### config.mk
export PLATFORM = sky130hd
export DESIGN_NAME = humidity_frame_crc_converter
export DESIGN_NICKNAME = d
export VERILOG_FILES = /design/src/design/hfcc_pkg.sv /design/src/design/humidity_frame_crc_converter.sv /design/src/design/hfcc_fifo.sv /design/src/design/hfcc_front.sv /design/src/design/hfcc_back.sv
export SDC_FILE = /design/constraint.sdc
export NUM_CORES = 1
export LEC_CHECK = 0
export ABC_AREA = 1
export BUFFER_PORTS_ARGS = -buffer_cell sky130_fd_sc_hd__buf_2
export CORE_MARGIN = 5
export CORE_UTILIZATION = 45
export DETAILED_ROUTE_END_ITERATION = 16
export PLACE_DENSITY = 0.6
export SYNTH_ARGS = -nofsm -noshare
export SYNTH_HDL_FRONTEND = slang
export SYNTH_HIERARCHICAL = 1
export SYNTH_SLANG_ARGS = --single-unit
### constraint.sdc
create_clock -name i_clk -period 13.8 [get_ports i_clk]
set_input_delay 2.76 -clock i_clk [delete_from_list [all_inputs] [get_ports i_clk]]
set_output_delay 2.76 -clock i_clk [all_outputs]
set_load 0.01 [all_outputs]
### src/design/hfcc_pkg.sv
// ----------------------------------------------------------------------------
// hfcc_pkg
// Shared types, constants and the CRC-8 byte step of the frame converter.
// ----------------------------------------------------------------------------
package hfcc_pkg;

    localparam logic [7:0]  CRC_INIT    = 8'hFF;
    localparam logic [7:0]  CRC_POLY    = 8'h31;

    localparam logic [2:0]  POS_T_HI    = 3'd0;
    localparam logic [2:0]  POS_T_LO    = 3'd1;
    localparam logic [2:0]  POS_T_CRC   = 3'd2;
    localparam logic [2:0]  POS_H_HI    = 3'd3;
    localparam logic [2:0]  POS_H_LO    = 3'd4;
    localparam logic [2:0]  POS_H_CRC   = 3'd5;

    localparam logic [1:0]  ERR_OK      = 2'd0;
    localparam logic [1:0]  ERR_SHORT   = 2'd1;
    localparam logic [1:0]  ERR_T_CRC   = 2'd2;
    localparam logic [1:0]  ERR_H_CRC   = 2'd3;

    // fixed-point scaling
    localparam int          TPROD_W     = 29;
    localparam int          HPROD_W     = 26;
    localparam int          TEMP_SHIFT  = 14;
    localparam int          HUM_SHIFT   = 12;
    localparam logic [12:0] TEMP_SCALE  = 13'd4375;
    localparam logic [9:0]  HUM_SCALE   = 10'd625;
    localparam logic signed [15:0] TEMP_OFFSET = 16'sd4500;

    // one checked frame, handed from front to back
    typedef struct packed {
        logic [15:0] temp_raw;
        logic [15:0] hum_raw;
        logic [1:0]  err;
    } t_job;

    typedef struct packed {
        logic signed [14:0] temperature_centi;
        logic [13:0]        humidity_centi;
        logic [1:0]         error_code;
    } t_result;

    // CRC-8, MSB first, one byte
    function automatic logic [7:0] crc8_step(input logic [7:0] crc, input logic [7:0] b);
        logic [7:0] c;
        c = crc ^ b;
        for (int i = 0; i < 8; i++) begin
            if (c[7]) begin
                c = {c[6:0], 1'b0} ^ CRC_POLY;
            end else begin
                c = {c[6:0], 1'b0};
            end
        end
        return c;
    endfunction

endpackage

### src/design/humidity_frame_crc_converter.sv
// ----------------------------------------------------------------------------
// humidity_frame_crc_converter
// Checks and converts the six-byte temperature/humidity sensor frame.
// ----------------------------------------------------------------------------
// Usage:
//   Input side is a queue write port: one beat per received byte, taken when
//   push is high and full is low. i_read_failed on a beat aborts the frame
//   (i_rx_byte ignored) and yields a short-read result at once.
//   Output side is a queue read port: while empty is low the oldest result
//   sits on o_temperature_centi / o_humidity_centi / o_error_code; it is
//   taken when pop is high.
//   Frame: temp hi, temp lo, temp CRC, hum hi, hum lo, hum CRC. CRC-8,
//   poly 0x31, init 0xFF. A full frame gives a result only at its sixth byte.
//   Values read zero on any error; temperature CRC is reported first.
// Timing:
//   One byte per cycle sustained while full is low. A result passes from the
//   job queue, written on the beat that completes (or aborts) the frame, to
//   the multiply stage and then to the output queue, where it is visible.
// Stalls: the job queue and output queue (2**QAW entries each) absorb a
//   stalled receiver; full rises only once the job queue fills.
// Reset: synchronous, active low; frame restarts at byte 0, queues empty.
// ----------------------------------------------------------------------------
module humidity_frame_crc_converter
    import hfcc_pkg::*;
#(
    parameter int QAW = 1
) (
    input  logic               i_clk,
    input  logic               i_rst_n,
    input  logic               push,
    output logic               full,
    input  logic [7:0]         i_rx_byte,
    input  logic               i_read_failed,
    output logic               empty,
    input  logic               pop,
    output logic signed [14:0] o_temperature_centi,
    output logic [13:0]        o_humidity_centi,
    output logic [1:0]         o_error_code
);

    logic    accept;
    logic    job_valid;
    t_job    job_in;
    t_job    job_out;
    logic    job_empty;
    logic    job_pop;
    t_result result;

    // full is taken straight from the job queue, so no byte is lost
    assign accept = push && !full;

    hfcc_front u_front (
        .i_clk         (i_clk),
        .i_rst_n       (i_rst_n),
        .i_accept      (accept),
        .i_rx_byte     (i_rx_byte),
        .i_read_failed (i_read_failed),
        .o_job_valid   (job_valid),
        .o_job         (job_in)
    );

    // decouples framing from scaling
    hfcc_fifo #(
        .AW (QAW),
        .T  (t_job)
    ) u_job_q (
        .i_clk   (i_clk),
        .i_rst_n (i_rst_n),
        .i_push  (job_valid),
        .i_data  (job_in),
        .o_full  (full),
        .i_pop   (job_pop),
        .o_data  (job_out),
        .o_empty (job_empty)
    );

    hfcc_back #(
        .AW (QAW)
    ) u_back (
        .i_clk       (i_clk),
        .i_rst_n     (i_rst_n),
        .i_job_empty (job_empty),
        .i_job       (job_out),
        .o_job_pop   (job_pop),
        .o_result    (result),
        .o_empty     (empty),
        .i_pop       (pop)
    );

    assign o_temperature_centi = result.temperature_centi;
    assign o_humidity_centi    = result.humidity_centi;
    assign o_error_code        = result.error_code;

endmodule

### src/design/hfcc_fifo.sv
// ----------------------------------------------------------------------------
// hfcc_fifo
// Small first-in first-out queue of 2**AW entries, fall-through read.
// ----------------------------------------------------------------------------
module hfcc_fifo #(
    parameter int  AW = 1,
    parameter type T  = logic [7:0]
) (
    input  logic i_clk,
    input  logic i_rst_n,
    input  logic i_push,
    input  T     i_data,
    output logic o_full,
    input  logic i_pop,
    output T     o_data,
    output logic o_empty
);

    localparam int DEPTH = 1 << AW;

    T             r_mem [DEPTH];
    logic [AW:0]  r_wr;
    logic [AW:0]  r_rd;
    logic         do_push;
    logic         do_pop;

    assign o_full  = (r_wr[AW] != r_rd[AW]) && (r_wr[AW-1:0] == r_rd[AW-1:0]);
    assign o_empty = (r_wr == r_rd);
    assign do_push = i_push && !o_full;
    assign do_pop  = i_pop && !o_empty;
    assign o_data  = r_mem[r_rd[AW-1:0]];

    always_ff @(posedge i_clk) begin
        if (!i_rst_n) begin
            r_wr <= '0;
            r_rd <= '0;
        end else begin
            if (do_push) begin
                r_wr <= r_wr + 1'b1;
            end
            if (do_pop) begin
                r_rd <= r_rd + 1'b1;
            end
        end
    end

    always_ff @(posedge i_clk) begin
        if (do_push) begin
            r_mem[r_wr[AW-1:0]] <= i_data;
        end
    end

endmodule

### src/design/hfcc_front.sv
// ----------------------------------------------------------------------------
// hfcc_front
// Byte framing, CRC checking and word assembly; issues one job per frame.
// ----------------------------------------------------------------------------
module hfcc_front
    import hfcc_pkg::*;
(
    input  logic       i_clk,
    input  logic       i_rst_n,
    input  logic       i_accept,
    input  logic [7:0] i_rx_byte,
    input  logic       i_read_failed,
    output logic       o_job_valid,
    output t_job       o_job
);

    logic [2:0]  r_pos, n_pos;
    logic [7:0]  r_crc, n_crc;
    logic        r_tbad, n_tbad;
    logic [15:0] r_temp, n_temp;
    logic [7:0]  r_hum_hi, n_hum_hi;
    logic [7:0]  r_hum_lo, n_hum_lo;
    logic [2:0]  pos_eff;
    logic [7:0]  crc_next;
    logic        hbad;

    // positions six and seven fold back to the frame start
    assign pos_eff  = (r_pos > POS_H_CRC) ? POS_T_HI : r_pos;
    assign crc_next = crc8_step(r_crc, i_rx_byte);
    assign hbad     = (i_rx_byte != r_crc);

    always_comb begin
        n_pos       = r_pos;
        n_crc       = r_crc;
        n_tbad      = r_tbad;
        n_temp      = r_temp;
        n_hum_hi    = r_hum_hi;
        n_hum_lo    = r_hum_lo;
        o_job_valid = 1'b0;
        o_job       = '{temp_raw: r_temp, hum_raw: {r_hum_hi, r_hum_lo}, err: ERR_OK};
        if (i_accept) begin
            if (i_read_failed) begin
                n_pos       = POS_T_HI;
                n_crc       = CRC_INIT;
                n_tbad      = 1'b0;
                o_job_valid = 1'b1;
                o_job.err   = ERR_SHORT;
            end else begin
                n_pos = pos_eff + 3'd1;
                case (pos_eff)
                    POS_T_HI: begin
                        n_temp[15:8] = i_rx_byte;
                        n_crc        = crc_next;
                    end
                    POS_T_LO: begin
                        n_temp[7:0] = i_rx_byte;
                        n_crc       = crc_next;
                    end
                    POS_T_CRC: begin
                        n_tbad = (i_rx_byte != r_crc);
                        n_crc  = CRC_INIT;
                    end
                    POS_H_HI: begin
                        n_hum_hi = i_rx_byte;
                        n_crc    = crc_next;
                    end
                    POS_H_LO: begin
                        n_hum_lo = i_rx_byte;
                        n_crc    = crc_next;
                    end
                    default: begin
                        o_job_valid = 1'b1;
                        o_job.err   = r_tbad ? ERR_T_CRC : (hbad ? ERR_H_CRC : ERR_OK);
                        n_pos       = POS_T_HI;
                        n_crc       = CRC_INIT;
                        n_tbad      = 1'b0;
                    end
                endcase
            end
        end
    end

    always_ff @(posedge i_clk) begin
        if (!i_rst_n) begin
            r_pos    <= POS_T_HI;
            r_crc    <= CRC_INIT;
            r_tbad   <= 1'b0;
            r_temp   <= '0;
            r_hum_hi <= '0;
            r_hum_lo <= '0;
        end else begin
            r_pos    <= n_pos;
            r_crc    <= n_crc;
            r_tbad   <= n_tbad;
            r_temp   <= n_temp;
            r_hum_hi <= n_hum_hi;
            r_hum_lo <= n_hum_lo;
        end
    end

endmodule

### src/design/hfcc_back.sv
// ----------------------------------------------------------------------------
// hfcc_back
// Scales raw words to centi-units (multiply stage, then shift/offset) and
// queues results for the receiver.
// ----------------------------------------------------------------------------
module hfcc_back
    import hfcc_pkg::*;
#(
    parameter int AW = 1
) (
    input  logic    i_clk,
    input  logic    i_rst_n,
    input  logic    i_job_empty,
    input  t_job    i_job,
    output logic    o_job_pop,
    output t_result o_result,
    output logic    o_empty,
    input  logic    i_pop
);

    logic               r_s1_valid;
    logic [TPROD_W-1:0] r_s1_tprod;
    logic [HPROD_W-1:0] r_s1_hprod;
    logic [1:0]         r_s1_err;
    logic               s1_ready;
    logic               out_full;
    logic [14:0]        t_quot;
    logic signed [15:0] t_centi;
    t_result            res;

    assign s1_ready  = !r_s1_valid || !out_full;
    assign o_job_pop = s1_ready && !i_job_empty;

    always_ff @(posedge i_clk) begin
        if (!i_rst_n) begin
            r_s1_valid <= 1'b0;
        end else if (s1_ready) begin
            r_s1_valid <= !i_job_empty;
        end
    end

    always_ff @(posedge i_clk) begin
        if (o_job_pop) begin
            r_s1_tprod <= TPROD_W'(TEMP_SCALE) * TPROD_W'(i_job.temp_raw);
            r_s1_hprod <= HPROD_W'(HUM_SCALE) * HPROD_W'(i_job.hum_raw);
            r_s1_err   <= i_job.err;
        end
    end

    assign t_quot  = r_s1_tprod[TPROD_W-1:TEMP_SHIFT];
    assign t_centi = signed'({1'b0, t_quot}) - TEMP_OFFSET;

    always_comb begin
        res.error_code        = r_s1_err;
        res.temperature_centi = '0;
        res.humidity_centi    = '0;
        if (r_s1_err == ERR_OK) begin
            res.temperature_centi = t_centi[14:0];
            res.humidity_centi    = r_s1_hprod[HPROD_W-1:HUM_SHIFT];
        end
    end

    hfcc_fifo #(
        .AW (AW),
        .T  (t_result)
    ) u_out_q (
        .i_clk   (i_clk),
        .i_rst_n (i_rst_n),
        .i_push  (r_s1_valid),
        .i_data  (res),
        .o_full  (out_full),
        .i_pop   (i_pop),
        .o_data  (o_result),
        .o_empty (o_empty)
    );

endmodule

==> results of run 1 <==
==> metrics by stage <==
step | worst slack, ns | power [mW] | util
3_3_place_gp | 8.78 | 2.73 | 0.474
4_1_cts | 8.78 | 3.41 | 0.498
3_5_place_dp | 8.80 | 2.74 | 0.474
2_1_floorplan | 8.43 | 2.27 | -
5_1_grt | 8.52 | 3.72 | 0.498
6_report | 8.83 | 3.37 | 0.498
==> layout make-up <==
class,instances,area share
multi-input combinational,1029,0.472
timing repair buffer,51,0.0162
clock inverter,14,0.00893
inverter,327,0.0738
clock buffer,30,0.0392
tap,448,0.0336
sequential,216,0.356
==> metal layers <==
| layer | wire, um | part of all wire |
|---|---|---|
| met1 | 14500 | 0.48 |
| met4 | 672 | 0.022 |
| met5 | 0 | 0 |
| met2 | 14300 | 0.47 |
| met3 | 923 | 0.030 |
==> sequential cells by signal, summed over array words and instances (netlist names), named ones only <==
signal                count
u_front/r_crc             8
u_front/r_temp           16
u_back/u_out_q/r_mem     62
u_front/r_tbad            1
u_job_q/r_mem            68
u_front/r_hum_lo          8
u_job_q/r_rd              2
u_back/r_s1_hprod        14
u_back/u_out_q/r_rd       2
u_front/r_hum_hi          8
u_front/r_pos             3
u_back/u_out_q/r_wr       2
u_back/r_s1_valid         1
u_back/r_s1_tprod        15
u_job_q/r_wr              2
u_back/r_s1_err           2
==> path summary, 6_finish.rpt <==
kind,to,slack (ns),depth (start not counted)
min reg2reg,u_job_q/r_mem[1][6],0.45,0
max reg2reg,u_back/r_s1_hprod[23],8.83,22
max,u_back/r_s1_hprod[23],8.83,22
min,u_job_q/r_mem[1][6],0.45,0
==> cells in the mapped netlist (2+ instances only) <==
| cell type | n | area share |
|---|---|---|
| a21o_1 | 2 | 0.00099 |
| a21oi_1 | 110 | 0.036 |
| a21oi_2 | 2 | 0.0012 |
| and2_2 | 2 | 0.00099 |
| buf_12 | 3 | 0.0040 |
| buf_4 | 5 | 0.0025 |
| buf_6 | 3 | 0.0022 |
| clkbuf_1 | 8 | 0.0020 |
| dfxtp_1 | 55 | 0.072 |
| edfxtp_1 | 161 | 0.32 |
| fa_1 | 78 | 0.10 |
| ha_1 | 165 | 0.14 |
| inv_1 | 318 | 0.079 |
| inv_2 | 8 | 0.0020 |
| mux2_2 | 35 | 0.026 |
| mux2_4 | 30 | 0.030 |
| nand2_1 | 282 | 0.070 |
| nand2_2 | 19 | 0.0078 |
| nand3_1 | 53 | 0.017 |
| nand3_2 | 4 | 0.0026 |
| nand3b_1 | 3 | 0.0015 |
| nand4_1 | 19 | 0.0078 |
| nor2_1 | 105 | 0.026 |
| nor2_2 | 6 | 0.0025 |
| nor3_1 | 6 | 0.0020 |
| nor3_2 | 4 | 0.0026 |
| o211ai_1 | 2 | 0.00099 |
| o21ai_0 | 56 | 0.018 |
| o21ai_1 | 9 | 0.0030 |
| o21ai_2 | 2 | 0.0012 |
| o21bai_1 | 4 | 0.0020 |
| xnor2_1 | 5 | 0.0029 |
| xor2_1 | 14 | 0.0081 |
==> kinds of logic (layout without fill, tap and decap cells) <==
logic type	after synthesis	in the layout	share of synthesized area
AND/OR/NAND/NOR	510	510	0.145
AO/OA/AOI/OAI	191	191	0.0658
adder cells (fa/ha/maj)	243	243	0.239
buffers and inverters	347	422	0.0919
flip-flops	216	216	0.391
multiplexers	65	65	0.0556
XOR/XNOR	20	20	0.0120
==> where the power goes <==
group	switching, mW	internal [mW]
logic	1.19	0.670
clock network	0.245	0.392
registers	0.0333	0.832
total	1.47	1.89
==> impl_metrics.tcl, run 1 <==
set metrics [dict create \
    track_usage 0.162 \
    fin_worst_skew_ns 0.0123 \
    cts_tree "built" \
    syn_area_um2 15200 \
    ant_nets 0 \
    post_cts_buffers 0 \
    rows 67 \
    period_minus_slack_ns 4.97 \
    cts_repair_resize_count 0 \
    start_util 0.454 \
    multi_input_area_um2 7870 \
    layout_commonest_cell "inv_1" \
    drt-initial-drc-count 398 \
    grtUsageMet3 0.0189 \
    instances_no_fill 2115 \
    vias 10200 \
    ys.flop_type "edfxtp_1" \
    num-fill-cells 3083 \
    syn_area_per_cell_um2 9.54 \
    relSlewSlack 0.293 \
    viasPerCell 4.83 \
    critPathTopFamily "adder cells" \
    dr.pass1.iters 5 \
    drc 0 \
    num_io_pins 46 \
    clock_sinks 216 \
    syn_inst 1592 \
    synth_warnings 6 \
    fin_setup_tns_ns 0 \
    synth_seq_cells 216 \
    place_area_um2 15900 \
    place_congestion 0.939 \
    cpMostUsedCell "inv_1" \
    dieArea_um2 37500 \
    die_y_um 194 \
    path_class "flip-flop to flip-flop" \
    cts.clk_slew.worst_paths_ns 0.07 \
    rsz0062_at_grt "false" \
    synth_nets 1848 \
    wirelength_um 30400 \
    worst-path-buf-inv 8 \
    tightest_slew_ns 1.06 \
    p_per_area_nw_per_um2 202 \
    regArea_um2 5940 \
    min_from "u_front/r_hum_lo[4]" \
    grt_first_pass_wirelength_um 51300 \
    met1_usage 0.223 \
    end_kind "flip-flop" \
    cp_max_fo 34 \
    cp_cell_sequence "buf_4 > mux2_4 > inv_1 > fa_1 > inv_1 > ha_1 > inv_1 > fa_1 > inv_1 > ha_1 > inv_1 > fa_1 > inv_1 > ha_1 > nand2_2 > inv_1 > a21oi_1 > o21ai_0 > nand2_1 > nand3_1 > nand2_1 > nand2_1" \
    grt_start_max_net_pins 37 \
    diodes 0 \
    slowest_stage "fa_1" \
    clk_latency_ns 0.51 \
    finalSetupViolations 0 \
    cts_buffers 24 \
    async_reset_ff_frac 0 \
    grt.busiest_layer "met2" \
    routedWlPerCell_um 14.4 \
    final_hold_viol_count 0 \
    syn2layout_area_growth_pct 9.78 \
    layout-drive-gt1-share 0.124 \
    dp.cells 2071 \
    grt_overflow 0 \
    synth_edf_count 161 \
    root_buffer "clkbuf_16" \
    whs_ns 0.447 \
    dp_hpwl_um 24400 \
    grt_pass1_vias 10300 \
    yosysUniqueCellTypes 47 \
    yosysSeqAreaShare 0.391 \
    worst_ir_drop_vdd_uv 108 \
    grt_use_met2 0.275 \
    core_area_um2 33400 \
    cellLeakagePower_nw 7.96 \
    antenna_found_initial 0 \
    finalInstanceArea_um2 16700 \
    critPathArrivalTime_ns 5.23 \
    start_kind "flip-flop" \
    clock_path_buffers 3 \
    slew_violations 0 \
    status "completed" \
    most-common-layout-cells "inv_1 (318), nand2_1 (282), ha_1 (165)" \
    htreeDepth 1 \
    critical_path_required_ns 14.05 \
    io_buffers 45 \
    postCtsHoldBufs 0 \
    fmax_mhz 201 \
    min_period_over_period 0.360 \
    max_cap_viol_count 0 \
    nets 1905 \
    die_x_um 194 \
    worstHoldPathType "flip-flop to flip-flop" \
    max_stage_delay_ns 0.54 \
]
(Power assumes the default switching activity.)
==> run 2, diff against run 1 <==
--- a/config.mk
+++ b/config.mk
@@ -5,12 +5,12 @@
 export SDC_FILE = /design/constraint.sdc
 export NUM_CORES = 1
 export LEC_CHECK = 0
-export ABC_AREA = 1
+export ABC_AREA = 0
 export BUFFER_PORTS_ARGS = -buffer_cell sky130_fd_sc_hd__buf_2
 export CORE_MARGIN = 5
 export CORE_UTILIZATION = 45
 export DETAILED_ROUTE_END_ITERATION = 16
-export PLACE_DENSITY = 0.6
+export PLACE_DENSITY = 0.62
 export SYNTH_ARGS = -nofsm -noshare
 export SYNTH_HDL_FRONTEND = slang
 export SYNTH_HIERARCHICAL = 1
==> constraint.sdc (replaced) <==
create_clock -name i_clk -period 4.15 [get_ports i_clk]
set_input_delay 0.83 -clock i_clk [delete_from_list [all_inputs] [get_ports i_clk]]
set_output_delay 0.83 -clock i_clk [all_outputs]
set_load 0.01 [all_outputs]
==> run 2 against run 1 <==
The run now ends with setup timing left. First-iteration DRC count fell by 4.3%. Non-clock buffer count increased by 136. Wire length is 16% lower. Clock skew is essentially flat. Flip-flop and latch count stayed put. Sequential share of layout area down 1.1 points. Synthesized cell count is 28% lower. Final cell count shrank 17%. Die area decreased by 7.8%. Critical endpoint is now u_back/r_s1_tprod[26].
==> impl_metrics.tcl, run 2 <==
set metrics [dict create \
    clock_path_buffers 3 \
    final_util 0.562 \
    worst_slack_ns -0.832 \
    violations "setup timing" \
    slowest_stage "fa_1" \
    rsz0062_at_grt "true" \
    yosysUniqueCellTypes 65 \
    clk_latency_ns 0.50 \
    diodes 0 \
    cp_cell_sequence "buf_12 > buf_12 > mux2_4 > ha_4 > fa_1 > ha_1 > fa_1 > fa_1 > ha_4 > a211oi_2 > o21ai_2 > a221oi_4 > o32ai_4 > or2_4 > a311oi_2 > xnor2_1" \
    antenna_found_initial 0 \
    grt_overflow 0 \
    place_congestion 0.792 \
    yosysSeqAreaShare 0.426 \
    relSlewSlack 0.289 \
    critPathArrivalTime_ns 5.23 \
    die_x_um 186 \
    max_stage_delay_ns 0.57 \
    whs_ns 0.450 \
    dieArea_um2 34600 \
    grt_start_max_net_pins 50 \
    fmax_mhz 201 \
    synth_nets 1405 \
    ys_top_cells_by_count "inv_1 (185), ha_1 (165), edfxtp_1 (161), fa_1 (78), mux2_2 (65)" \
    grt_pass1_vias 8779 \
    postCtsHoldBufs 0 \
    yosys.area.top_type_share 0.347 \
    track_usage 0.149 \
    core_area_um2 30600 \
    routedWlPerCell_um 14.6 \
    dp_hpwl_um 18900 \
    wirelength_um 25500 \
    finalSetupViolations 29 \
    met1_usage 0.214 \
    fin_worst_skew_ns 0.0125 \
    path_class "flip-flop to flip-flop" \
    clock_sinks 216 \
    rows 64 \
    instances_no_fill 1746 \
    ant_nets 0 \
    grt_first_pass_wirelength_um 42800 \
    cts_tree "built" \
    period_minus_slack_ns 4.98 \
    syn2layout_area_growth_pct 23.3 \
    grt_use_met2 0.249 \
    synth_edf_count 161 \
    start_kind "flip-flop" \
    drt-initial-drc-count 381 \
    final_hold_viol_count 0 \
    viasPerCell 4.87 \
    synth_seq_cells 216 \
    root_buffer "clkbuf_16" \
    htreeDepth 1 \
    min_period_over_period 1.20 \
    end_kind "flip-flop" \
    grtUsageMet3 0.0160 \
    max_cap_viol_count 0 \
    dp.cells 1686 \
    grt.busiest_layer "met2" \
    synth_warnings 6 \
    slew_violations 0 \
    cpMostUsedCell "fa_1" \
    worst-path-buf-inv 2 \
    io_buffers 45 \
    start_util 0.456 \
    drc 0 \
    critPathTopFamily "adder cells" \
    synthTopCellsByArea "edfxtp_1 (35%), ha_1 (15%), fa_1 (11%)" \
    die_y_um 186 \
    nets 1589 \
    worstHoldPathType "flip-flop to flip-flop" \
    status "finished, violations left" \
    vias 8509 \
    cts.clk_slew.worst_paths_ns 0.07 \
    largest_reg_flops 68 \
    cts_buffers 23 \
    synth_top_cell_by_area "edfxtp_1" \
    async_reset_ff_frac 0 \
    syn_area_um2 13900 \
    most-common-layout-cells "inv_1 (161), edfxtp_1 (161), buf_4 (134)" \
    dr.pass1.iters 6 \
    syn_inst 1149 \
    yosysMostFrequentCell "inv_1" \
    ys.flop_type "edfxtp_1" \
    syn_area_per_cell_um2 12.1 \
    tightest_slew_ns 1.06 \
    critical_path_required_ns 4.39 \
    cp_max_fo 7 \
    layout-drive-gt1-share 0.301 \
    num_io_pins 46 \
]
-- run 2: cell families after synthesis --
kind of cell,share of synthesized area
AO/OA/AOI/OAI,0.0625
XOR/XNOR,0.0406
adder cells (fa/ha/maj),0.260
buffers and inverters,0.0583
flip-flops,0.426
multiplexers,0.0783
AND/OR/NAND/NOR,0.0746
-- run 2: cell type report --
class,instances,area [um2]
clock buffer,33,673
clock inverter,9,90.1
timing repair buffer,187,1370
tap,396,495
multi-input combinational,720,7910
inverter,185,712
sequential,216,5940
fill,2574,13400
-- run 2: per-stage QoR --
stage / instance area [um2] / worst slack (ns) / setup TNS [ns]
after floorplan: 14200 / -0.718 / -11.70
after global placement: 15800 / -0.822 / -17.82
after detailed placement: 15800 / -0.900 / -19.53
after CTS: 16900 / -0.886 / -20.19
after global routing: 17200 / -1.05 / -23.76
final: 17200 / -0.832 / -18.47
-- run 2: repair_timing --
item	CTS	global route
cloned	1	0
pin swaps	32	36
setup endpoints to repair	29	29
setup buffers	12	5
resized for setup	46	41
-- run 2: final timing paths --
path,depth (start not counted),from,slack (ns),endpoint
setup / recovery,16,flip-flop,-0.83,u_back/r_s1_tprod[26]
hold / removal,0,u_front/r_temp[8],0.45,u_job_q/r_mem[1][26]
setup reg to reg,16,flip-flop,-0.83,u_back/r_s1_tprod[26]
hold reg to reg,0,u_front/r_temp[8],0.45,u_job_q/r_mem[1][26]
-- run 2: routing by layer --
metal  vias up  share of wire  wire length [um]
li1       4316              -                 -
met1      4080           0.48             12300
met2        88           0.47             12100
met3        25          0.032               808
met4         0          0.011               281
met5         -              0                 0
Power of run 2 is not shown: default switching activity piles up to over one toggle a cycle in this logic, so the estimate is an artifact.
==> run 3, diff against run 2 <==
--- a/config.mk
+++ b/config.mk
@@ -8,9 +8,9 @@
 export ABC_AREA = 0
 export BUFFER_PORTS_ARGS = -buffer_cell sky130_fd_sc_hd__buf_2
 export CORE_MARGIN = 5
-export CORE_UTILIZATION = 45
+export CORE_UTILIZATION = 55
 export DETAILED_ROUTE_END_ITERATION = 16
-export PLACE_DENSITY = 0.62
+export PLACE_DENSITY = 0.74
 export SYNTH_ARGS = -nofsm -noshare
 export SYNTH_HDL_FRONTEND = slang
 export SYNTH_HIERARCHICAL = 1
==> run 3 against run 2 <==
The run still ends with setup timing left. Wire length increased by 7.1%. Clock skew grew 0.0076 ns. First-iteration DRC count increased by 14%. Die area fell by 17%. Non-clock buffer count increased by 7. Maximum frequency shrank 0.16%. Utilization up 14 points. Worst setup slack worse by 0.0078 ns. Critical path type unchanged. Largest cell class unchanged. Highest routed layer unchanged.
==> impl_metrics.tcl, run 3 (synthesis gave the netlist of run 2 again) <==
set metrics [dict create \
    htreeDepth 1 \
    routed-wl-met2_um 13900 \
    largest_reg_flops 68 \
    cts_tree "built" \
    drt-met1-wl_um 12000 \
    whs_ns 0.453 \
    max_cap_viol_count 0 \
    grt_start_max_net_pins 50 \
    worst_r2r_path_depth 21 \
    final_hold_viol_count 0 \
    status "finished, violations left" \
    postCtsHoldBufs 0 \
    nets 1596 \
    syn2layout_area_growth_pct 25.7 \
    dr.pass1.iters 5 \
    drc 0 \
    drt-initial-drc-count 434 \
    wirelength_um 27400 \
    cts_buffers 23 \
    dp.cells 1620 \
    start_util 0.555 \
    dp_hpwl_um 18700 \
    clk_latency_ns 0.51 \
    track_usage 0.189 \
    viasPerCell 5.16 \
    most-common-layout-cells "edfxtp_1 (161), inv_1 (149), buf_4 (130)" \
    rsz0062_at_grt "true" \
    layout_commonest_cell "edfxtp_1" \
    cp_max_fo 7 \
    worstHoldPathType "flip-flop to flip-flop" \
    antenna_found_initial 0 \
    vias 8708 \
    critical_path_required_ns 4.38 \
    fin_worst_skew_ns 0.0201 \
    cts.clk_slew.worst_paths_ns 0.06 \
    die_x_um 169 \
    diodes 0 \
    rrSetupSlack_ns -0.84 \
    grt_overflow 0 \
    tightest_slew_ns 1.07 \
    path_class "flip-flop to flip-flop" \
    endpoint "u_back/r_s1_tprod[17]" \
    route.met3.wl_um 998 \
    place_area_um2 15700 \
    start_kind "flip-flop" \
    instances_no_fill 1686 \
    die_y_um 169 \
    dieArea_um2 28600 \
    end_kind "flip-flop" \
    dr.max_layer_used "met4" \
    critPathArrivalTime_ns 5.22 \
    num_io_pins 46 \
    hold_depth 0 \
    finalInstanceArea_um2 17500 \
    core_area_um2 25100 \
    clock_sinks 216 \
    ant_nets 0 \
    r2r_end "u_back/r_s1_tprod[17]" \
    final_util 0.698 \
    root_buffer "clkbuf_16" \
    relSlewSlack 0.284 \
    clock_path_buffers 3 \
    violations "setup timing" \
    slew_violations 0 \
    min_period_over_period 1.20 \
    grt_pass1_vias 9355 \
    worst_slack_ns -0.840 \
    fmax_mhz 200 \
    io_buffers 45 \
    finalSetupViolations 29 \
    place_congestion 0.851 \
    routedWlPerCell_um 16.2 \
    rows 58 \
    grt_first_pass_wirelength_um 45100 \
    period_minus_slack_ns 4.99 \
    layout-drive-gt1-share 0.335 \
]
## run 3: critical path, cell delays in order (launching register included)
cell and delay [ns]:
dfxtp_4 0.36, buf_12 0.13, buf_16 0.13, mux2_4 0.34
ha_4 0.27, inv_2 0.03, fa_1 0.49, inv_2 0.05
ha_4 0.21, fa_1 0.52, inv_2 0.04, fa_1 0.50
inv_2 0.05, ha_4 0.16, a211oi_2 0.16, o21ai_2 0.10
a221oi_4 0.39, buf_4 0.18, buf_6 0.12, nor2_1 0.07
a2111oi_2 0.34, nor2_1 0.07
## run 3: area by class of cell
cell class / count / area (um2)
fill: 1698 / 7590
sequential: 216 / 5940
inverter: 185 / 719
timing repair buffer: 194 / 1460
multi-input combinational: 720 / 8220
clock buffer: 26 / 587
tap: 330 / 413
clock inverter: 15 / 184
## run 3: worst min path at each step
stage	from	to	slack, ns
global route	u_front/r_hum_lo[6]	u_job_q/r_mem[0][8]	0.47
global placement	u_front/r_hum_hi[7]	u_job_q/r_mem[0][17]	0.43
floorplan	u_front/r_temp[0]	u_job_q/r_mem[0][18]	0.42
finish	u_front/r_temp[4]	u_job_q/r_mem[1][22]	0.45
detailed placement	u_front/r_temp[5]	u_job_q/r_mem[1][23]	0.44
CTS	u_front/r_hum_lo[6]	u_job_q/r_mem[0][8]	0.46
## run 3: timing repair
item	4_1_cts	5_1_grt
pin swaps	67	59
endpoints found under the setup margin	29	29
resized for setup	108	53
setup buffers	16	12
gates cloned	1	0
## run 3: metal layers
layer / up-vias / global-route usage
li1: 4324 / -
met1: 4221 / 0.258
met2: 134 / 0.329
met3: 29 / 0.0245
met4: 0 / 0.0361
met5: - / 0
## run 3: through the flow
step                setup TNS, ns  setup WS, ns
floorplan                  -11.70        -0.718
global placement           -16.94        -0.801
detailed placement         -19.00        -0.861
CTS                        -18.11        -0.857
global route               -24.01         -1.02
finish                     -19.38        -0.840
Power of run 3 is left out for the same reason.
